[src/bfha_pkg.sv]
// Package for the best-fit heap allocator: sizes, status codes, datapath
// op codes and the controller/datapath interface structs. No dependencies.
package bfha_pkg;

   localparam int HEAP_WORD_COUNT = 4096;
   localparam int WORD_W          = 16;
   localparam int AW              = $clog2(HEAP_WORD_COUNT);
   localparam int STORE_BYTES     = 4 * HEAP_WORD_COUNT;
   localparam int CAP_BYTES       = (STORE_BYTES / 8) * 8;
   // byte address wide enough for an in-store offset plus one block size
   localparam int ADDR_W          = (((AW + 2) > WORD_W) ? (AW + 2) : WORD_W) + 1;

   localparam int CFG_W      = 15;
   localparam int REQ_W      = 15;
   localparam int PTR_W      = 14;
   localparam int ST_W       = 3;
   localparam int RES_ADDR_W = 14;
   localparam int REQ_DATA_W = 32;
   localparam int RSP_DATA_W = 24;

   localparam logic [ST_W-1:0] ST_OK           = 3'd0;
   localparam logic [ST_W-1:0] ST_BAD_SIZE     = 3'd1;
   localparam logic [ST_W-1:0] ST_NO_FIT       = 3'd2;
   localparam logic [ST_W-1:0] ST_BAD_PTR      = 3'd3;
   localparam logic [ST_W-1:0] ST_ALREADY_FREE = 3'd4;

   localparam int OP_W = 5;
   typedef logic [OP_W-1:0] dp_op_type;

   localparam dp_op_type OP_NONE      = 5'd0;
   localparam dp_op_type OP_FMT_CLR   = 5'd1;
   localparam dp_op_type OP_FMT_HDR   = 5'd2;
   localparam dp_op_type OP_FMT_FTR   = 5'd3;
   localparam dp_op_type OP_FMT_END   = 5'd4;
   localparam dp_op_type OP_LOAD      = 5'd5;
   localparam dp_op_type OP_RD_CUR    = 5'd6;
   localparam dp_op_type OP_A_CHK     = 5'd7;
   localparam dp_op_type OP_SPL_HDR   = 5'd8;
   localparam dp_op_type OP_SPL_REST  = 5'd9;
   localparam dp_op_type OP_SPL_FTR   = 5'd10;
   localparam dp_op_type OP_WR_BEST   = 5'd11;
   localparam dp_op_type OP_RD_ANX    = 5'd12;
   localparam dp_op_type OP_WR_ANX    = 5'd13;
   localparam dp_op_type OP_F_CHK     = 5'd14;
   localparam dp_op_type OP_RD_FNX    = 5'd15;
   localparam dp_op_type OP_F_NCHK    = 5'd16;
   localparam dp_op_type OP_RD_PFTR   = 5'd17;
   localparam dp_op_type OP_F_PCHK    = 5'd18;
   localparam dp_op_type OP_RD_START  = 5'd19;
   localparam dp_op_type OP_F_PBIT    = 5'd20;
   localparam dp_op_type OP_WR_START  = 5'd21;
   localparam dp_op_type OP_WR_SFTR   = 5'd22;
   localparam dp_op_type OP_RESULT    = 5'd23;

   typedef struct packed {
      dp_op_type       op;
      logic [ST_W-1:0] res_status;
   } dp_cmd_type;

   typedef struct packed {
      logic req_zero;
      logic ptr_bad;
      logic cmd_free;
      logic walk_stop;
      logic blk_free;
      logic exact;
      logic cur_gt;
      logic cur_eq;
      logic found;
      logic split;
      logic prev_merge;
      logic pbit_zero;
      logic fmt_last;
      logic out_busy;
   } dp_status_type;

endpackage

[src/bfha_ctrl.sv]
// Allocator controller: sequences format, best-fit walk, split, free and coalesce.
// Depends on bfha_pkg.
module bfha_ctrl (
   input  logic                    clock,
   input  logic                    reset,
   input  logic                    csr_wr_en,
   input  logic                    req_valid,
   output logic                    req_ready,
   input  bfha_pkg::dp_status_type status,
   output bfha_pkg::dp_cmd_type    cmd
);
   import bfha_pkg::*;

   localparam logic [4:0] S_FMT_CLR  = 5'd0;
   localparam logic [4:0] S_FMT_HDR  = 5'd1;
   localparam logic [4:0] S_FMT_FTR  = 5'd2;
   localparam logic [4:0] S_FMT_END  = 5'd3;
   localparam logic [4:0] S_IDLE     = 5'd4;
   localparam logic [4:0] S_START    = 5'd5;
   localparam logic [4:0] S_A_CHK    = 5'd6;
   localparam logic [4:0] S_A_END    = 5'd7;
   localparam logic [4:0] S_SPL_REST = 5'd8;
   localparam logic [4:0] S_SPL_FTR  = 5'd9;
   localparam logic [4:0] S_ANX_RD   = 5'd10;
   localparam logic [4:0] S_ANX_WR   = 5'd11;
   localparam logic [4:0] S_F_CHK    = 5'd12;
   localparam logic [4:0] S_F_NRD    = 5'd13;
   localparam logic [4:0] S_F_NCHK   = 5'd14;
   localparam logic [4:0] S_F_PRD    = 5'd15;
   localparam logic [4:0] S_F_PCHK   = 5'd16;
   localparam logic [4:0] S_F_SRD    = 5'd17;
   localparam logic [4:0] S_F_PBIT   = 5'd18;
   localparam logic [4:0] S_F_WS     = 5'd19;
   localparam logic [4:0] S_F_WF     = 5'd20;
   localparam logic [4:0] S_RESULT   = 5'd21;

   logic [4:0]      state_ff, state_in;
   logic [ST_W-1:0] res_ff, res_in;

   always_comb begin
      state_in = state_ff;
      res_in   = res_ff;
      cmd.op   = OP_NONE;
      cmd.res_status = res_ff;
      case (state_ff)
         S_FMT_CLR: begin
            cmd.op = OP_FMT_CLR;
            if (status.fmt_last) begin
               state_in = S_FMT_HDR;
            end
         end
         S_FMT_HDR: begin
            cmd.op   = OP_FMT_HDR;
            state_in = S_FMT_FTR;
         end
         S_FMT_FTR: begin
            cmd.op   = OP_FMT_FTR;
            state_in = S_FMT_END;
         end
         S_FMT_END: begin
            cmd.op   = OP_FMT_END;
            state_in = S_IDLE;
         end
         S_IDLE: begin
            if (req_valid) begin
               cmd.op   = OP_LOAD;
               state_in = S_START;
            end
         end
         S_START: begin
            if (status.cmd_free) begin
               if (status.ptr_bad) begin
                  res_in   = ST_BAD_PTR;
                  state_in = S_RESULT;
               end else begin
                  cmd.op   = OP_RD_CUR;
                  state_in = S_F_CHK;
               end
            end else if (status.req_zero) begin
               res_in   = ST_BAD_SIZE;
               state_in = S_RESULT;
            end else begin
               cmd.op   = OP_RD_CUR;
               state_in = S_A_CHK;
            end
         end
         S_A_CHK: begin
            cmd.op = OP_A_CHK;
            if (status.walk_stop) begin
               cmd.op   = OP_NONE;
               state_in = S_A_END;
            end else if (status.blk_free && status.exact) begin
               state_in = S_A_END;
            end
         end
         S_A_END: begin
            if (!status.found) begin
               res_in   = ST_NO_FIT;
               state_in = S_RESULT;
            end else if (status.split) begin
               cmd.op   = OP_SPL_HDR;
               state_in = S_SPL_REST;
            end else begin
               cmd.op   = OP_WR_BEST;
               state_in = S_ANX_RD;
            end
         end
         S_SPL_REST: begin
            cmd.op   = OP_SPL_REST;
            state_in = S_SPL_FTR;
         end
         S_SPL_FTR: begin
            cmd.op   = OP_SPL_FTR;
            res_in   = ST_OK;
            state_in = S_RESULT;
         end
         S_ANX_RD: begin
            cmd.op   = OP_RD_ANX;
            state_in = S_ANX_WR;
         end
         S_ANX_WR: begin
            cmd.op   = OP_WR_ANX;
            res_in   = ST_OK;
            state_in = S_RESULT;
         end
         S_F_CHK: begin
            cmd.op = OP_F_CHK;
            if (status.walk_stop || status.cur_gt) begin
               cmd.op   = OP_NONE;
               res_in   = ST_BAD_PTR;
               state_in = S_RESULT;
            end else if (status.cur_eq) begin
               if (status.blk_free) begin
                  res_in   = ST_ALREADY_FREE;
                  state_in = S_RESULT;
               end else begin
                  state_in = S_F_NRD;
               end
            end
         end
         S_F_NRD: begin
            cmd.op   = OP_RD_FNX;
            state_in = S_F_NCHK;
         end
         S_F_NCHK: begin
            cmd.op   = OP_F_NCHK;
            state_in = status.pbit_zero ? S_F_PRD : S_F_WS;
         end
         S_F_PRD: begin
            cmd.op   = OP_RD_PFTR;
            state_in = S_F_PCHK;
         end
         S_F_PCHK: begin
            cmd.op   = OP_F_PCHK;
            state_in = status.prev_merge ? S_F_SRD : S_F_WS;
         end
         S_F_SRD: begin
            cmd.op   = OP_RD_START;
            state_in = S_F_PBIT;
         end
         S_F_PBIT: begin
            cmd.op   = OP_F_PBIT;
            state_in = S_F_WS;
         end
         S_F_WS: begin
            cmd.op   = OP_WR_START;
            state_in = S_F_WF;
         end
         S_F_WF: begin
            cmd.op   = OP_WR_SFTR;
            res_in   = ST_OK;
            state_in = S_RESULT;
         end
         S_RESULT: begin
            if (!status.out_busy) begin
               cmd.op   = OP_RESULT;
               state_in = S_IDLE;
            end
         end
         default: begin
            state_in = S_IDLE;
         end
      endcase
      // a size write reformats the store from scratch
      if (csr_wr_en) begin
         cmd.op   = OP_NONE;
         state_in = S_FMT_CLR;
      end
   end

   always_ff @(posedge clock) begin
      if (reset) begin
         state_ff <= S_FMT_CLR;
      end else begin
         state_ff <= state_in;
      end
      res_ff <= res_in;
   end

   assign req_ready = (state_ff == S_IDLE) && !csr_wr_en;

endmodule

[config.mk]
export PLATFORM = sky130hd
export DESIGN_NAME = bfha_ctrl
export DESIGN_NICKNAME = d
export VERILOG_FILES = /design/src/bfha_pkg.sv /design/src/bfha_ctrl.sv
export SDC_FILE = /design/constraint.sdc
export NUM_CORES = 1
export LEC_CHECK = 0
export BUFFER_PORTS_ARGS = -buffer_cell sky130_fd_sc_hd__buf_4
export CAP_MARGIN = 10
export CELL_PAD_IN_SITES_DETAIL_PLACEMENT = 1
export CELL_PAD_IN_SITES_GLOBAL_PLACEMENT = 2
export CORE_MARGIN = 2
export CORE_UTILIZATION = 30
export DETAILED_ROUTE_END_ITERATION = 10
export MAX_ROUTING_LAYER = met4
export PLACE_DENSITY_LB_ADDON = 0.05
export REMOVE_ABC_BUFFERS = 1
export SLEW_MARGIN = 15
export SYNTH_ARGS = -nofsm -noshare
export SYNTH_HDL_FRONTEND = slang
export SYNTH_SLANG_ARGS = --single-unit
[constraint.sdc]
create_clock -name clock -period 2.69 [get_ports clock]
set_clock_uncertainty 0.05 [all_clocks]
set_input_delay 0.538 -clock clock [delete_from_list [all_inputs] [get_ports clock]]
set_output_delay 0.538 -clock clock [all_outputs]
set_load 0.05 [all_outputs]
Word level (Yosys, flattened, before mapping)
Cells that the tools add are included.
- memories kept: 0
- word-level logic and storage cells: 77
- input bits: 18
- flip-flop bits (word level): 8
- memory bits (read-only): 0
- output and inout port bits: 9
- memory bits (writable): 0
- bits in latches: 0
- div/mod/pow operators: 0
- eq/ne operators: 30
- add/sub/neg operators: 0
- shifts and indexed selects: 0
- magnitude comparators: 0
- multiplexer cells: 35
- reductions and logical operators: 10
- bitwise operators: 0
- multiply operators: 0
- operator list (kind ; count):
    5-bit case mux with 22 select lines ; 1
    5-bit case mux with 19 select lines ; 1
    5-bit 2-to-1 mux ; 16
    5-bit by 4-bit equality test with 1-bit output (second input constant) ; 8
    3-bit 2-to-1 mux ; 11
    5-bit equality test (second input constant) ; 6
    5-bit by 3-bit equality test with 1-bit output (second input constant) ; 4
    3-bit inequality test (second input constant) ; 5
    3-bit case mux with 4 select lines ; 1
    5-bit by 2-bit equality test with 1-bit output (second input constant) ; 2
    4-bit 2-to-1 mux ; 2
    2-bit inequality test (second input constant) ; 4
    2-bit 2-to-1 mux ; 3
    6-bit AND reduction ; 1
    5-bit by 1-bit equality test with 1-bit output (second input constant) ; 1
    5-bit logical NOT ; 1
    5-bit AND reduction ; 1
    4-bit nonzero test ; 1
    3-bit OR reduction ; 1
    1-bit logical AND ; 2
    2-bit OR reduction ; 1
    1-bit logical NOT ; 1
    1-bit logical OR ; 1

Longest topological paths before layout
Gate-level depths: netlist of run 1.
- word-level depth: 4
- gate-level depth with buffers: 7
- mapped depth without buffers: 5

Worst setup path after synthesis of run 1
No wires, ideal clock.
- path kind: register to output
- start: register state_ff[3]
- end: output port cmd[3] (netlist name)
- stages on the path, launching flop included: 7
- data required time: 2.102 ns
- path slack: -0.194 ns
- data arrival time: 2.296 ns
- cells stage by stage: dfxtp_1 -> buf_2 -> nand2b_1 -> nor3_1 -> nand3b_1 -> o211a_1 -> a21boi_0
- RTL lines (element ; line ; RTL):
    start: declaration ; bfha_ctrl.sv:37 ; logic [4:0] state_ff, state_in;
    start signal: assignment ; bfha_ctrl.sv:195 ; state_ff <= state_in;
    end: declaration ; bfha_ctrl.sv:10 ; output bfha_pkg::dp_cmd_type cmd

==> results of run 1 <==
per-stage QoR:
stage / hold WS (ps) / total power [mW] / utilization / setup WS (ps)
2_1_floorplan: 560 / 0.195 / - / -445
3_3_place_gp: 683 / 0.247 / 0.389 / 241
3_5_place_dp: 684 / 0.248 / 0.389 / 329
4_1_cts: 397 / 0.356 / 0.397 / 6.52
5_1_grt: 397 / 0.377 / 0.409 / 5.14
6_report: 396 / 0.359 / 0.409 / 101
per-layer routing:
layer | part of all wire | vias up
li1 | - | 610
met1 | 0.49 | 625
met2 | 0.46 | 29
met3 | 0.030 | 4
met4 | 0.014 | 0
met5 | 0 | -
cells in the mapped netlist (2+ instances only):
master / number / area share
a31oi_1: 3 / 0.018
edfxtp_1: 3 / 0.088
or2_2: 2 / 0.012
a21oi_1: 11 / 0.054
nand3b_1: 2 / 0.015
inv_1: 3 / 0.011
a221oi_1: 2 / 0.017
nor2b_1: 6 / 0.037
dfxtp_1: 5 / 0.097
a21o_1: 2 / 0.015
a211oi_1: 4 / 0.029
and2_1: 2 / 0.012
o21ai_0: 7 / 0.034
nand2_1: 9 / 0.033
nand3_1: 4 / 0.019
nor3_1: 7 / 0.034
nand2b_1: 9 / 0.055
and3_1: 3 / 0.018
clkbuf_1: 6 / 0.022
nand4_1: 2 / 0.012
nor2_1: 17 / 0.062
buf_2: 4 / 0.019
o31a_1: 2 / 0.017
mux2i_1: 3 / 0.029
o21a_1: 4 / 0.029
what timing repair did:
item,in CTS,in global routing
endpoints found under the hold margin,0,0
buffers inserted,0,1
setup endpoints to repair,0,4
gates resized for setup,0,10
flip-flops by register name (all words and copies together) (netlist names):
register / cells
state_ff: 5
res_ff: 3
logic make-up after synthesis:
family | count (synthesis) | synth area share
AOI/OAI and AO/OA | 51 | 0.350
buffers and inverters | 14 | 0.0633
DFF | 8 | 0.185
muxes | 4 | 0.0401
and+or+nand+nor | 69 | 0.361
cell type report:
type	count	area, µm²	area share
Tap cell	46	57.6	0.0425
Timing Repair Buffer	35	267	0.197
Sequential cell	8	194	0.143
Clock buffer	4	26.3	0.0194
Inverter	3	11.3	0.00832
Multi-Input combinational cell	124	798	0.590
worst max-delay path by stage:
stage | endpoint | slack, ps | cells after the start
2_1_floorplan | cmd[3] | -440 | 5
3_3_place_gp | cmd[4] | 240 | 5
3_5_place_dp | cmd[4] | 330 | 5
4_1_cts | cmd[4] | 7 | 5
5_1_grt | cmd[5] | 5 | 5
6_report | cmd[5] | 100 | 5
worst reg2reg max path: cells and delay by family, from the launching register on:
kind | cells | cell delay, ps
AO/OA/AOI/OAI | 2 | 720
buffers and inverters | 2 | 310
flip-flops | 1 | 410
AND/OR/NAND/NOR | 3 | 470
where the power goes:
group | leakage (nW) | switching (mW) | internal, mW
Clock | 0.0150 | 0.0504 | 0.0571
Sequential | 0.0691 | 0.00701 | 0.128
Combinational | 0.474 | 0.0672 | 0.0493
==> impl_metrics.py, run 1 <==
metrics = {
    "logic_synthesis": {
        "yosysUniqueCellTypes": 49,
        "ys.flop_type": "dfxtp_1",
        "netlist_area_um2": 1030,
        "syn_avg_cell_area_um2": 7.04,
        "synth-edff-count": 3,
        "ys_warn_count": 0,
        "ys_async_sr_fraction": 0,
        "synth.yosys.seq_area_share": 0.185,
        "synth_seq_cells": 8,
        "netlist_instances": 146,
    },
    "flow_run": {
        "cap_violations": 0,
    },
    "sta": {
        "worstMarginPinSlew_ps": 562,
        "fin_tns_setup_ps": 0,
        "min_period_ps": 2590,
        "finalSetupViolCount": 0,
        "hold_viol": 0,
        "fmax_mhz": 386,
        "period_share": 0.963,
        "slew_violations": 0,
        "relSlewSlack": 0.625,
        "rsz0062_at_grt": "no",
    },
    "floorplanning": {
        "die_h_um": 62.6,
        "start_util": 0.311,
        "core_um2": 3310,
        "ioPinCount": 27,
        "die-area_um2": 3910,
        "rows": 21,
        "dieWidth_um": 62.6,
    },
    "setup_path": {
        "slowest_delay_ps": 510,
        "crit_required_ps": 2100,
        "worstRegToRegCells": 7,
        "crit_fanout": 7,
        "arrival_ps": 2000,
        "critPathSlowestCell": "dfxtp_1",
        "worstSetupPathType": "register to primary output",
        "critPathBufInv": 1,
        "crit_family": "simple AND/OR/NAND/NOR gates",
        "crit_path_start_kind": "register",
        "rr_endpoint": "state_ff[0]",
        "critPathCaptureType": "primary output",
        "startpoint": "state_ff[2]",
        "r2r-start": "state_ff[3]",
        "r2r_slack_ps": 610,
        "path_cells": "nand2b_2, or3_4, o211ai_1, o21a_1, buf_4",
    },
    "layout": {
        "nFillCells": 449,
        "diodes": 0,
        "final_area_um2": 1350,
        "syn_to_final_growth_pct": 31.6,
        "fin_cells": 220,
        "nNetsFinal": 193,
        "final_cell_mix": "34 x buf_4, 17 x nor2_1, 11 x a21oi_1, 9 x nand2_1, 8 x nand2b_1",
        "final_common_cell": "buf_4",
        "drive_gt1_frac": 0.310,
    },
    "route": {
        "via_count": 1268,
        "wl_mm": 4.23,
        "first_pass_iters": 5,
        "wire_per_inst_um": 19.2,
        "drc": 0,
        "routed_via_density": 5.76,
        "drtIter0Drc": 60,
        "final_antenna_net_count": 0,
    },
    "cts": {
        "cts.sink_count": 8,
        "cts_buffers": 3,
        "cts-root-buf": "clkbuf_4",
        "clkTransAtPathRegs_ps": 70,
        "h-tree-depth": 1,
        "cts_tree": "done",
        "clock_latency_ps": 260,
        "holdBufCountCts": 0,
        "clock_path_buffers": 2,
    },
    "global_routing": {
        "antenna_found_initial": 0,
        "overflow": 0,
        "grt-busiest-layer": "met2",
        "grt_pass1_vias": 1280,
        "grt_pass1_wl_mm": 6.75,
        "grt_max_degree": 22,
        "grtUsageMet2": 0.360,
        "grt_usage": 0.227,
        "use_met3": 0.0216,
        "grt_use_met1": 0.303,
    },
    "min_path": {
        "hold_depth": 2,
        "holdPathEnd": "state_ff[1]",
        "hold_start": "reset",
        "hold_class": "input port to register",
    },
    "power": {
        "ir_drop_mv": 0.112,
        "cellPowerDensity_nw_per_um2": 265,
        "leakagePower_nw": 0.558,
    },
    "run_status": {
        "status": "completed",
    },
    "place": {
        "place_hpwl_mm": 3.20,
        "placed_area_um2": 1290,
        "numPortBuffers": 26,
        "place.gp.congestion": 0.849,
        "place_inst": 215,
    },
}
No activity file was read; power rests on OpenSTA's default activity.
==> run 2: changes to the inputs <==
==> constraint.sdc (replaced) <==
create_clock -name clock -period 3.1 [get_ports clock]
set_clock_uncertainty 0.05 [all_clocks]
set_input_delay 0.62 -clock clock [delete_from_list [all_inputs] [get_ports clock]]
set_output_delay 0.62 -clock clock [all_outputs]
set_load 0.05 [all_outputs]
==> impl_metrics.py, run 2 (synthesis gave the netlist of run 1 again) <==
metrics = {
    "layout": {
        "final_area_um2": 1310,
        "top_register": "state_ff",
        "nNetsFinal": 191,
        "nFillCells": 430,
        "largest_reg_flops": 5,
        "biggestRegsByFlops": "state_ff: 5 flops, res_ff: 3 flops",
        "syn_to_final_growth_pct": 27.3,
        "diodes": 0,
        "drive_gt1_frac": 0.267,
        "final_cell_mix": "33 x buf_4, 17 x nor2_1, 11 x a21oi_1, 9 x nand2b_1, 9 x nand2_1",
        "final_common_cell": "buf_4",
    },
    "floorplanning": {
        "core_um2": 3310,
        "dieWidth_um": 62.6,
        "start_util": 0.311,
        "rows": 21,
        "die_h_um": 62.6,
        "die-area_um2": 3910,
        "ioPinCount": 27,
    },
    "cts": {
        "clkTransAtPathRegs_ps": 60,
        "clock_latency_ps": 260,
        "cts-root-buf": "clkbuf_4",
        "cts.sink_count": 8,
        "clock_path_buffers": 2,
        "cts_setup_buffers": 0,
        "cts_buffers": 3,
        "cts_tree": "done",
        "h-tree-depth": 1,
    },
    "run_status": {
        "status": "completed",
    },
    "sta": {
        "min_period_ps": 2950,
        "period_share": 0.951,
        "fin_tns_setup_ps": 0,
        "slew_violations": 0,
        "relSlewSlack": 0.628,
        "fmax_mhz": 339,
        "worstMarginPinSlew_ps": 558,
        "finalHoldWorstSlack_ps": 488,
        "hold_viol": 0,
        "rsz0062_at_grt": "no",
        "finalSetupViolCount": 0,
        "worst_slack_ps": 151,
    },
    "global_routing": {
        "grt_pass1_vias": 1253,
        "grt_max_degree": 16,
        "overflow": 0,
        "antenna_found_initial": 0,
        "grt_pass1_wl_mm": 6.53,
        "grt_usage": 0.218,
    },
    "setup_path": {
        "crit_required_ps": 2430,
        "arrival_ps": 2280,
        "path_cells": "nand2_1, nor3_1, nand3b_1, o211a_1, a21boi_0, buf_4",
        "crit_fanout": 12,
        "critPathSlowestCell": "dfxtp_1",
        "worstSetupPathType": "register to primary output",
        "crit_path_start_kind": "register",
        "slowest_delay_ps": 580,
        "critPathCaptureType": "primary output",
    },
    "power": {
        "cellPowerDensity_nw_per_um2": 233,
        "p_int_mw": 0.203,
        "p_switching_mw": 0.102,
        "leakagePower_nw": 0.540,
        "ir_drop_mv": 0.0884,
        "power.share.switching": 0.336,
        "power_frac_comb": 0.317,
        "seq_power_share": 0.387,
        "clkPwrFrac": 0.297,
    },
    "place": {
        "numPortBuffers": 26,
        "place_hpwl_mm": 3.18,
        "dpl_worst_slack_ps": 383,
        "placed_area_um2": 1280,
        "place.gp.congestion": 0.879,
    },
    "route": {
        "via_count": 1240,
        "wire_per_inst_um": 18.4,
        "routed_via_density": 5.69,
        "first_pass_iters": 4,
        "wl_mm": 4.01,
        "drc": 0,
        "drtIter0Drc": 69,
        "final_antenna_net_count": 0,
    },
    "min_path": {
        "hold_class": "input port to register",
    },
    "flow_run": {
        "cap_violations": 0,
    },
}
==> run 2: final timing paths <==
kind	slack (ps)	cells after the start	endpoint	from
worst max-delay path	150	6	cmd[3]	state_ff[2]
worst min-delay path	490	2	state_ff[1]	reset
worst max register to register	840	5	res_ff[0]	state_ff[2]
worst min register to register	780	3	state_ff[1]	state_ff[2]
==> run 2: final cells by class <==
cell class	instances	area [µm²]	area share
Clock buffer	4	26.3	0.0201
Inverter	3	11.3	0.00860
Multi-Input combinational cell	124	773	0.591
Sequential cell	8	193	0.147
Tap cell	46	57.6	0.0440
Timing Repair Buffer	33	248	0.189
==> run 2: what timing repair did <==
item | 4_1_cts | 5_1_grt
resized for setup | 0 | 2
hold buffers | 0 | 0
endpoints found under the setup margin | 0 | 2
==> run 2: routing by layer <==
metal  track usage  part of all wire  vias up  wire [µm]
met5             -                 0        -          0
met2         0.348              0.47       34       1880
met4        0.0778             0.020        0         82
met1         0.281              0.46      595       1860
met3        0.0324             0.045        7        181
li1              -                 -      604          -
==> run 2: power by group through the flow <==
stage / sequential (mW) / combinational, mW / clock [mW]
floorplan: 0.122 / 0.0472 / 0
global placement: 0.119 / 0.0957 / 0
detailed placement: 0.119 / 0.0958 / 0
CTS: 0.117 / 0.0962 / 0.0922
global route: 0.118 / 0.105 / 0.102
finish: 0.118 / 0.0966 / 0.0904
==> run 2: through the flow <==
step           power, mW  instances  utilization
2_1_floorplan      0.169        135            -
3_3_place_gp       0.215        214        0.387
3_5_place_dp       0.215        214        0.387
4_1_cts            0.306        218        0.395
5_1_grt            0.324        218        0.395
6_report           0.305        218        0.395
==> run 2: critical path, delay by kind of cell (launching register included) <==
kind                   cells  cell delay, ps
AND/OR/NAND/NOR            3             840
buffers and inverters      1             230
AO/OA/AOI/OAI              2             360
flip-flops                 1             580
